===== config.mk =====
export PLATFORM = sky130hd
export DESIGN_NAME = byte_to_c_string_literal_escaper
export DESIGN_NICKNAME = d
export VERILOG_FILES = /design/src/bcsle_pkg.sv /design/src/byte_to_c_string_literal_escaper.sv
export SDC_FILE = /design/constraint.sdc
export NUM_CORES = 1
export LEC_CHECK = 0
export BUFFER_PORTS_ARGS = -buffer_cell sky130_fd_sc_hd__buf_2
export CAP_MARGIN = 10
export CORE_MARGIN = 4
export CORE_UTILIZATION = 45
export DETAILED_ROUTE_END_ITERATION = 8
export PLACE_DENSITY_LB_ADDON = 0.25
export SETUP_SLACK_MARGIN = 0.15
export SYNTH_ARGS = -nofsm -noshare
export SYNTH_HDL_FRONTEND = slang
export SYNTH_SLANG_ARGS = --single-unit

===== constraint.sdc =====
create_clock -name i_clk -period 7.5 [get_ports i_clk]
set_input_delay 0.75 -clock i_clk [delete_from_list [all_inputs] [get_ports i_clk]]
set_output_delay 0.75 -clock i_clk [all_outputs]
set_load 0.005 [all_outputs]

===== src/bcsle_pkg.sv =====
// shared character codes, widths and classification for the c string literal escaper
package bcsle_pkg;

    localparam int CHAR_W    = 7;
    localparam int BYTE_W    = 8;
    localparam int LIMIT_W   = 7;
    localparam int MAX_CHARS = 9;
    localparam int CNT_W     = 4;
    localparam int SEQ_W     = CHAR_W * MAX_CHARS;

    typedef logic [CHAR_W-1:0] t_char;

    localparam t_char CH_QUOTE  = 7'h22;
    localparam t_char CH_NL     = 7'h0a;
    localparam t_char CH_SEMI   = 7'h3b;
    localparam t_char CH_BSLASH = 7'h5c;

    localparam logic [LIMIT_W-1:0] LIMIT_RESET = 7'd77;
    localparam logic [BYTE_W-1:0]  SHORT_OCT_MAX = 8'o077;

    // action codes
    localparam logic ACT_ENCODE = 1'b0;
    localparam logic ACT_FINISH = 1'b1;

    // single letter of a named backslash escape, zero if none
    function automatic t_char esc_letter(input logic [BYTE_W-1:0] ch);
        t_char e;
        case (ch)
            8'h07: e = 7'h61;
            8'h08: e = 7'h62;
            8'h09: e = 7'h74;
            8'h0a: e = 7'h6e;
            8'h0b: e = 7'h76;
            8'h0c: e = 7'h66;
            8'h0d: e = 7'h72;
            8'h22: e = 7'h22;
            8'h27: e = 7'h27;
            8'h3f: e = 7'h3f;
            8'h5c: e = 7'h5c;
            default: e = '0;
        endcase
        return e;
    endfunction

    // digits, letters and the fixed punctuation set
    function automatic logic is_plain(input logic [BYTE_W-1:0] ch);
        logic p;
        p = 1'b0;
        if (ch >= 8'h30 && ch <= 8'h39) p = 1'b1;
        if (ch >= 8'h61 && ch <= 8'h7a) p = 1'b1;
        if (ch >= 8'h41 && ch <= 8'h5a) p = 1'b1;
        case (ch)
            8'h20, 8'h3b, 8'h2c, 8'h3a, 8'h2e, 8'h5e, 8'h2d, 8'h2b,
            8'h3d, 8'h2a, 8'h2f, 8'h25, 8'h7c, 8'h26, 8'h5b, 8'h5d,
            8'h28, 8'h29, 8'h7b, 8'h7d, 8'h3c, 8'h3e, 8'h23, 8'h5f: p = 1'b1;
            default: ;
        endcase
        return p;
    endfunction

endpackage


===== src/byte_to_c_string_literal_escaper.sv =====
// top level: byte stream to c string literal character stream
//
// Each accepted item is expanded combinationally into its full character
// sequence (1 to 8 characters: line open quote, empty-literal break, the
// byte or its escape, line close), which is held in a sequence buffer and
// shifted out one character per cycle while the receiver is ready, through
// a registered output stage. The next item is taken in the same cycle that
// the last character of the previous one moves to the output register, so
// the output runs without gaps while both sides keep up.
// line_limit is written through the cfg channel, which is always ready and
// is meant to be used only while no item is in flight.
module byte_to_c_string_literal_escaper (
    input  logic        i_clk,
    input  logic        i_rst_n,
    // input items
    input  logic        s_axis_tvalid,
    output logic        s_axis_tready,
    input  logic [7:0]  s_axis_tdata,   // [7:0] byte_value
    input  logic        s_axis_tuser,   // [0] action
    // result items
    output logic        m_axis_tvalid,
    input  logic        m_axis_tready,
    output logic [7:0]  m_axis_tdata,   // [6:0] out_char, [7] zero
    output logic        m_axis_tlast,
    // configuration
    input  logic        i_cfg_valid,
    output logic        o_cfg_ready,
    input  logic [6:0]  i_cfg_data      // [6:0] line_limit
);
    import bcsle_pkg::*;

    logic [LIMIT_W-1:0] r_limit;
    logic [LIMIT_W-1:0] r_col,  n_col;
    logic               r_pso,  n_pso;
    logic [SEQ_W-1:0]   r_seq,  n_seq;
    logic [CNT_W-1:0]   r_cnt,  n_cnt;
    logic               r_ovalid;
    t_char              r_ochar;
    logic               r_olast;

    logic accept;
    logic move;

    assign move          = (r_cnt != '0) && (!r_ovalid || m_axis_tready);
    assign s_axis_tready = (r_cnt == '0) || ((r_cnt == CNT_W'(1)) && move);
    assign accept        = s_axis_tvalid && s_axis_tready;
    assign o_cfg_ready   = 1'b1;

    // expansion of one item
    logic [2*CHAR_W-1:0] pre_bits, suf_bits;
    logic [4*CHAR_W-1:0] body_bits;
    logic [1:0]          plen, slen;
    logic [2:0]          blen;
    logic [LIMIT_W:0]    total;
    logic                open_line, pso_eff, short_oct, brk, close_line;
    t_char               esc;
    logic [BYTE_W-1:0]   ch;

    assign ch = s_axis_tdata;

    always_comb begin
        pre_bits   = '0;
        suf_bits   = '0;
        body_bits  = '0;
        plen       = '0;
        slen       = '0;
        blen       = '0;
        total      = '0;
        open_line  = (r_col == '0);
        pso_eff    = r_pso && !open_line;
        short_oct  = 1'b0;
        brk        = 1'b0;
        close_line = 1'b0;
        esc        = esc_letter(ch);
        n_col      = r_col;
        n_pso      = r_pso;
        if (s_axis_tuser == ACT_FINISH) begin
            if (!open_line) begin
                pre_bits = {CH_NL, CH_QUOTE};
                plen     = 2'd2;
            end
            body_bits = {14'b0, CH_NL, CH_SEMI};
            blen      = 3'd2;
            n_col     = '0;
            n_pso     = 1'b0;
        end else begin
            if (esc != '0) begin
                body_bits = {14'b0, esc, CH_BSLASH};
                blen      = 3'd2;
            end else if (is_plain(ch)) begin
                body_bits = {21'b0, ch[CHAR_W-1:0]};
                blen      = 3'd1;
            end else if (ch >= 8'o100) begin
                body_bits = {4'b0110, ch[2:0], 4'b0110, ch[5:3],
                             4'b0110, {1'b0, ch[7:6]}, CH_BSLASH};
                blen      = 3'd4;
            end else if (ch >= 8'o010) begin
                body_bits = {7'b0, 4'b0110, ch[2:0], 4'b0110, ch[5:3], CH_BSLASH};
                blen      = 3'd3;
            end else begin
                body_bits = {14'b0, 4'b0110, ch[2:0], CH_BSLASH};
                blen      = 3'd2;
            end
            short_oct = (esc == '0) && !is_plain(ch) && (ch <= SHORT_OCT_MAX);
            // a plain digit 0..7 right after a short octal escape needs a break
            brk = pso_eff && (ch >= 8'h30) && (ch <= 8'h37);
            if (open_line) begin
                pre_bits = {7'b0, CH_QUOTE};
                plen     = 2'd1;
            end else if (brk) begin
                pre_bits = {CH_QUOTE, CH_QUOTE};
                plen     = 2'd2;
            end
            total = {1'b0, r_col} + {5'b0, blen} + (brk ? (LIMIT_W+1)'(2) : '0);
            close_line = (total >= {1'b0, r_limit});
            if (close_line) begin
                suf_bits = {CH_NL, CH_QUOTE};
                slen     = 2'd2;
            end
            n_col = close_line ? '0 : total[LIMIT_W-1:0];
            n_pso = short_oct;
        end
        n_seq = SEQ_W'(pre_bits)
              | (SEQ_W'(body_bits) << (CHAR_W * plen))
              | (SEQ_W'(suf_bits) << (CHAR_W * (plen + blen)));
        n_cnt = CNT_W'(plen) + CNT_W'(blen) + CNT_W'(slen);
    end

    always_ff @(posedge i_clk) begin
        if (!i_rst_n) begin
            r_limit  <= LIMIT_RESET;
            r_col    <= '0;
            r_pso    <= 1'b0;
            r_cnt    <= '0;
            r_ovalid <= 1'b0;
        end else begin
            if (i_cfg_valid && o_cfg_ready) begin
                r_limit <= i_cfg_data;
            end
            if (accept) begin
                r_col <= n_col;
                r_pso <= n_pso;
                r_cnt <= n_cnt;
            end else if (move) begin
                r_cnt <= r_cnt - CNT_W'(1);
            end
            if (move) begin
                r_ovalid <= 1'b1;
            end else if (m_axis_tready) begin
                r_ovalid <= 1'b0;
            end
        end
    end

    // payload: sequence buffer shifts one character toward the output
    always_ff @(posedge i_clk) begin
        if (accept) begin
            r_seq <= n_seq;
        end else if (move) begin
            r_seq <= r_seq >> CHAR_W;
        end
        if (move) begin
            r_ochar <= r_seq[CHAR_W-1:0];
            r_olast <= (r_cnt == CNT_W'(1));
        end
    end

    assign m_axis_tvalid = r_ovalid;
    assign m_axis_tdata  = {1'b0, r_ochar};
    assign m_axis_tlast  = r_olast;

endmodule


==> results of run 1 <==
==> stage by stage <==
stage	hold slack (ns)	setup slack [ns]	instances
floorplan	0.4003	1.151	1055
finish	0.4173	0.4161	1290
CTS	0.4196	0.5066	1290
global placement	0.4007	0.3039	1274
detailed placement	0.4045	0.1449	1274
global route	0.4280	0.1741	1290
==> final cells by class <==
type / count / area share (%)
Sequential cell: 91 / 27.62
Clock buffer: 11 / 2.647
Inverter: 39 / 1.596
Tap cell: 229 / 3.125
Multi-Input combinational cell: 839 / 59.13
Clock inverter: 5 / 0.4776
Timing Repair Buffer: 76 / 5.403
==> cell usage after synthesis, types with 14 or more instances <==
| cell | n | area share, % |
|---|---|---|
| dfxtp_1 | 20 | 4.7 |
| nor2_1 | 128 | 5.7 |
| ha_1 | 26 | 3.8 |
| nand2b_1 | 14 | 1.0 |
| edfxtp_1 | 71 | 25 |
| o31ai_1 | 14 | 1.2 |
| nand2_1 | 109 | 4.8 |
| clkbuf_1 | 63 | 2.8 |
| o211ai_1 | 17 | 1.5 |
| inv_1 | 35 | 1.6 |
| o21ai_0 | 47 | 2.8 |
| a21oi_1 | 78 | 4.6 |
| a31oi_1 | 23 | 1.7 |
| nor3_1 | 32 | 1.9 |
| nand3_1 | 30 | 1.8 |
==> sequential cells by signal, indices dropped and copies added, names as in the netlist <==
signal,cells
r_limit,7
r_cnt,4
m_axis_tvalid,1
r_ochar,7
r_seq,63
m_axis_tlast,1
r_pso,1
r_col,7
==> layout by cell type (no fill, tap or decap), drive strengths merged, types with 11 or more instances in the layout <==
cell,instances
a211oi,11
a21oi,78
a221oi,11
a22oi,12
a31oi,23
a32oi,11
buf,76
clkbuf,11
dfxtp,20
edfxtp,71
ha,26
inv,39
mux2i,12
nand2,110
nand2b,14
nand3,31
nor2,131
nor2b,11
nor3,34
nor4,12
o211ai,17
o21ai,56
o22ai,11
o31ai,16
or3,13
==> worst paths after layout <==
kind / to / slack (ns) / depth (start not counted)
min reg2reg: r_ochar[0]$_DFFE_PP_ / 0.42 / 0
max: r_seq[33]$_DFFE_PP_ / 0.42 / 23
max reg2reg: r_seq[33]$_DFFE_PP_ / 1.22 / 19
min: r_ochar[0]$_DFFE_PP_ / 0.42 / 0
==> power groups by stage <==
stage,registers (mW),clock network (mW),logic (mW)
3_5_place_dp,0.979,0,2.09
2_1_floorplan,0.974,0,1.43
3_3_place_gp,0.973,0,2.10
5_1_grt,0.989,0.482,2.33
6_report,0.970,0.454,2.17
4_1_cts,0.969,0.462,2.10
==> worst max-delay path, delay by kind of cell <==
kind,cells,cell delay (ns)
compound gates,7,1.52
xor+xnor,1,0.29
fa+ha+maj,4,1.61
buf+inv,4,0.66
simple gates,7,2.44
==> kinds of logic (layout without fill, tap and decap cells) <==
family                     Yosys count  count (layout)  share of synthesized area [%]
AOI/OAI and AO/OA                  370             370                          31.68
muxes                               15              15                          1.816
xor gates and xnor gates            16              16                          1.653
other                                2               2                        0.08861
DFF                                 91              91                          29.88
and+or+nand+nor                    401             401                          22.70
buffers and inverters              125             131                          6.215
adders and majority gates           35              35                          5.964
==> routing by layer <==
metal	track usage (%)	wire length, microns	vias to the layer above	part of all wire (%)
li1	-	-	4013	-
met1	42.06	13130	4303	42
met2	42.37	13420	640	43
met3	5.582	3569	108	11
met4	10.49	1221	0	3.9
met5	0	0	-	0
==> metrics.cfg, run 1 <==
[drt]
routed_via_density=7.026
dr.first_iter.drc_count=1472
routedWlPerCell_microns=24.30
vias=9064
ant_nets=0
wirelength_microns=31340
drc_errors=0
drtPass1Iterations=7

[setup_path]
critPathLaunchType=input port
endpoint_kind=flop
worstPathRequired_ns=7.73
r2r_start=r_col[6]$_SDFFE_PN0P_
crit_start=s_axis_tdata[0]
arrival_ns=7.31
crit_type=in2reg
slowest_delay_ns=0.66
cp_max_fo=24
crit_top_cell=fa_1
cp_cell_sequence=buf_2, nand3_1, nand4_1, a221oi_2, a211oi_2, buf_4, a21oi_1, nand2_1, fa_1, xor2_1, inv_1, fa_1, inv_1, ha_1, fa_1, or4b_2, o22ai_1, nor2b_1, nand2_1, nor2_1, a32o_1, a31o_2, a221o_1
crit_slowest_cell=or4b_2

[finish]
layout.nets=1112
finalInstanceArea_sq_um=9170
seqCellArea_sq_um=2532
fin_util_pct=50.19
diodes=0
drive_gt1_share_pct=12.72
multi_input_comb_area_sq_um=5423
fill_cells=1784
syn_to_final_growth_pct=8.193

[timing]
fin_crit_ns=7.084
hold_viol=0
maxSlewViolCount=0
tns_ns=0
clock_skew_ns=0.01082
slew-limit-headroom_pct=18.30
fmax_mhz=141.2
fin_crit_sh_pct=94.45
setup_violations=0
tightest_slew_ns=1.221
rsz0062_at_grt=no

[floorplanning]
core-area_sq_um=18270
boundaryPins=33
rows=49
die-area_sq_um=21090
initial_core_util_pct=46.39
die_x_microns=145.2
die_y_microns=145.2

[power]
p_switching_mw=1.746
clkPwrFrac_pct=12.6
p_sw_share_pct=48.61
finalPower_mw=3.591
p_int_mw=1.845
vdd_ir_drop_max_mv=0.2134
cellPowerDensity_nw_per_um2=391.6
pwr-share-comb_pct=60.3
static-leakage-power_nw=3.393
p_seq_share_pct=27.0

[synthesis]
synth_nets=1111
avgSynthCellArea_sq_um=8.034
synth_edf_count=71
ys.warnings.count=0
async_flop_share_pct=0
synth_cell_type_count=103
synthFlopType=edfxtp_1
synth-seq-cells=91
syn_inst=1055
synth.yosys.seq_area_share_pct=29.88
syn_area_sq_um=8476

[clocking]
clkLatencyLatePin_ns=0.36
cts_num_sinks=91
numCtsBuffers=9
root_buffer=clkbuf_16
clk_pin_slew_ns=0.07
htree_num_levels=3
cts_tree=done
cts.repair.resized=0
cts-hold-fix-buffers=0
cts-root-to-sink-buffers=2
cts_setup_buffers=0

[global_routing]
grt_max_degree=79
grtUsageTotal_pct=28.80
first_global_vias=8076
grt_pass1_wl_microns=48590
overflow=0
antenna_found_initial=0

[outcome]
outcome=complete, no violations

[placement]
gp_congestion=1.029
place_area_sq_um=8884
io_buffers=30
post-dp-hpwl_microns=22860

[min_path]
hp-class=reg2reg
hold_start=r_seq[0]$_DFFE_PP_

[job]
maxCapViolCount=0

No activity file was read; power rests on OpenSTA's default activity.
==> inputs of run 2 (changes only) <==
--- a/config.mk
+++ b/config.mk
@@ -9,6 +9,7 @@
 export CAP_MARGIN = 10
 export CORE_MARGIN = 4
 export CORE_UTILIZATION = 45
+export CTS_BUF_LIST = sky130_fd_sc_hd__clkbuf_4 sky130_fd_sc_hd__clkbuf_8 sky130_fd_sc_hd__clkbuf_16
 export DETAILED_ROUTE_END_ITERATION = 8
 export PLACE_DENSITY_LB_ADDON = 0.25
 export SETUP_SLACK_MARGIN = 0.15
==> run 2 against run 1 <==
  * Register-to-register slack worse by 0.04 ns
  * Highest routed layer unchanged
  * Critical path depth is 1 lower
  * Largest cell class unchanged
  * Critical endpoint is now r_seq[10]$_DFFE_PP_
  * Non-clock buffer count did not move
  * Hold slack is essentially flat
  * Clock power rose by 2%
==> metrics.cfg, run 2 (same netlist as run 1, synthesis figures left out) <==
[outcome]
outcome=complete, no violations

[floorplanning]
boundaryPins=33  ; unchanged
die_y_microns=145.2  ; unchanged
core-area_sq_um=18270  ; unchanged
initial_core_util_pct=46.39  ; unchanged
die_x_microns=145.2  ; unchanged
die-area_sq_um=21090  ; unchanged
rows=49  ; unchanged

[clocking]
cts.repair.resized=0  ; unchanged
clk_pin_slew_ns=0.07  ; about the same
htree_num_levels=3  ; unchanged
cts_num_sinks=91  ; unchanged
clkLatencyLatePin_ns=0.36  ; about the same
root_buffer=clkbuf_16
numCtsBuffers=9  ; unchanged
cts_tree=done
cts_setup_buffers=0  ; unchanged
cts-root-to-sink-buffers=2  ; unchanged
cts-hold-fix-buffers=0  ; unchanged

[power]
vdd_ir_drop_max_mv=0.2153  ; +0.93%
cellPowerDensity_nw_per_um2=392.7  ; +0.29%
static-leakage-power_nw=3.397  ; +0.10%

[global_routing]
overflow=0  ; unchanged
grt_pass1_wl_microns=48600  ; about the same
use_met3_pct=5.675  ; +0.094 points
first_global_vias=8092  ; +0.20%
antenna_found_initial=0  ; unchanged
grtUsageTotal_pct=28.82  ; about the same
use_met1_pct=42.02  ; about the same
top_usage_layer=met2
grt_max_degree=79  ; unchanged
use_met2_pct=42.39  ; about the same

[setup_path]
critPathBufInv=4  ; unchanged
worstPathRequired_ns=7.66  ; -0.07 ns
cp_top_family=simple AND/OR/NAND/NOR gates
endpoint_kind=flop
slowest_delay_ns=0.66  ; about the same
critPathLaunchType=input port
cp_max_fo=24  ; unchanged
crit_slowest_cell=or4b_2
cp_cell_sequence=buf_2, nand3_1, nand4_1, a221oi_2, a211oi_2, buf_4, a21oi_1, nand2_1, fa_1, xor2_1, inv_1, fa_1, inv_1, ha_1, fa_1, or4b_2, o22ai_1, nor2b_1, nand2_1, o221a_2, o2bb2ai_1, a21oi_1
crit_top_cell=fa_1
arrival_ns=7.28  ; -0.03 ns
crit_type=in2reg

[drt]
dr.first_iter.drc_count=1572  ; +6.8%
routed_via_density=7.061  ; +0.50%
vias=9109  ; +0.50%
drtPass1Iterations=7  ; unchanged
drc_errors=0  ; unchanged
ant_nets=0  ; unchanged
wirelength_microns=31450  ; +0.35%
routedWlPerCell_microns=24.38  ; +0.35%

[finish]
largest_reg_flops=63  ; unchanged
layout_commonest_cell=nor2_1
final_cell_mix=nor2_1, nand2_1, a21oi_1, edfxtp_1, o21ai_0
largest-register=r_seq
finalInstanceArea_sq_um=9174  ; about the same
fill_cells=1785  ; +0.056%
seqCellArea_sq_um=2532  ; unchanged
drive_gt1_share_pct=12.82  ; +0.094 points
layout.nets=1112  ; unchanged
diodes=0  ; unchanged
syn_to_final_growth_pct=8.237  ; about the same
multi_input_comb_area_sq_um=5423  ; unchanged
finalNonFillerCells=1290  ; unchanged

[timing]
maxSlewViolCount=0  ; unchanged
fmax_mhz=140.5  ; -0.46%
rsz0062_at_grt=no
fin_crit_ns=7.117  ; +0.03289 ns
setup_violations=0  ; unchanged
tns_ns=0  ; unchanged
tightest_slew_ns=1.261  ; +0.03988 ns
slew-limit-headroom_pct=14.85  ; -3.5 points
layout_setup_ws_ns=0.3833  ; -0.03289 ns
hold_viol=0  ; unchanged
finalHoldWorstSlack_ns=0.4174  ; +0.0001030 ns
clock_skew_ns=0.009615  ; -0.001205 ns
fin_crit_sh_pct=94.89  ; +0.44 points

[placement]
io_buffers=30  ; unchanged
post-dp-hpwl_microns=22860  ; unchanged
dp_cells=1274  ; unchanged
gp_congestion=1.029  ; unchanged
place_area_sq_um=8884  ; unchanged
pre_cts_slack_ns=0.1449  ; unchanged

[job]
maxCapViolCount=0  ; unchanged

[min_path]
hp-class=reg2reg

-- run 2: layer usage --
metal  up-vias  wire, microns
li1       4008              -
met1      4276          12760
met2       695          13370
met3       130           3963
met4         0           1359
met5         -              0
-- run 2: report_power, final --
part / leakage (nW) / switching, mW / internal [mW] / total (mW)
clock: 0.146 / 0.217 / 0.243 / 0.461
combinational: 2.36 / 1.47 / 0.702 / 2.17
sequential: 0.889 / 0.0668 / 0.903 / 0.970
total: 3.40 / 1.75 / 1.85 / 3.60
-- run 2: area by class of cell --
class	count	area share (%)
Clock buffer	11	2.687
Tap cell	229	3.123
Timing Repair Buffer	76	5.401
Sequential cell	91	27.61
Multi-Input combinational cell	839	59.11
Inverter	39	1.596
Clock inverter	5	0.4774
-- run 2: path summary, 6_finish.rpt --
check | start | to | slack [ns] | cells past startpoint
max | s_axis_tdata[0] | r_seq[10]$_DFFE_PP_ | 0.38 | 22
min | r_seq[0]$_DFFE_PP_ | r_ochar[0]$_DFFE_PP_ | 0.42 | 0
max reg2reg | r_col[6]$_SDFFE_PN0P_ | r_seq[10]$_DFFE_PP_ | 1.18 | 18
min reg2reg | r_seq[0]$_DFFE_PP_ | r_ochar[0]$_DFFE_PP_ | 0.42 | 0
-- run 2: per-stage QoR --
stage	power, mW	utilization, %
6_report	3.603	50.21
4_1_cts	3.535	50.21
2_1_floorplan	2.400	-
5_1_grt	3.803	50.21
3_5_place_dp	3.068	48.62
3_3_place_gp	3.075	48.62
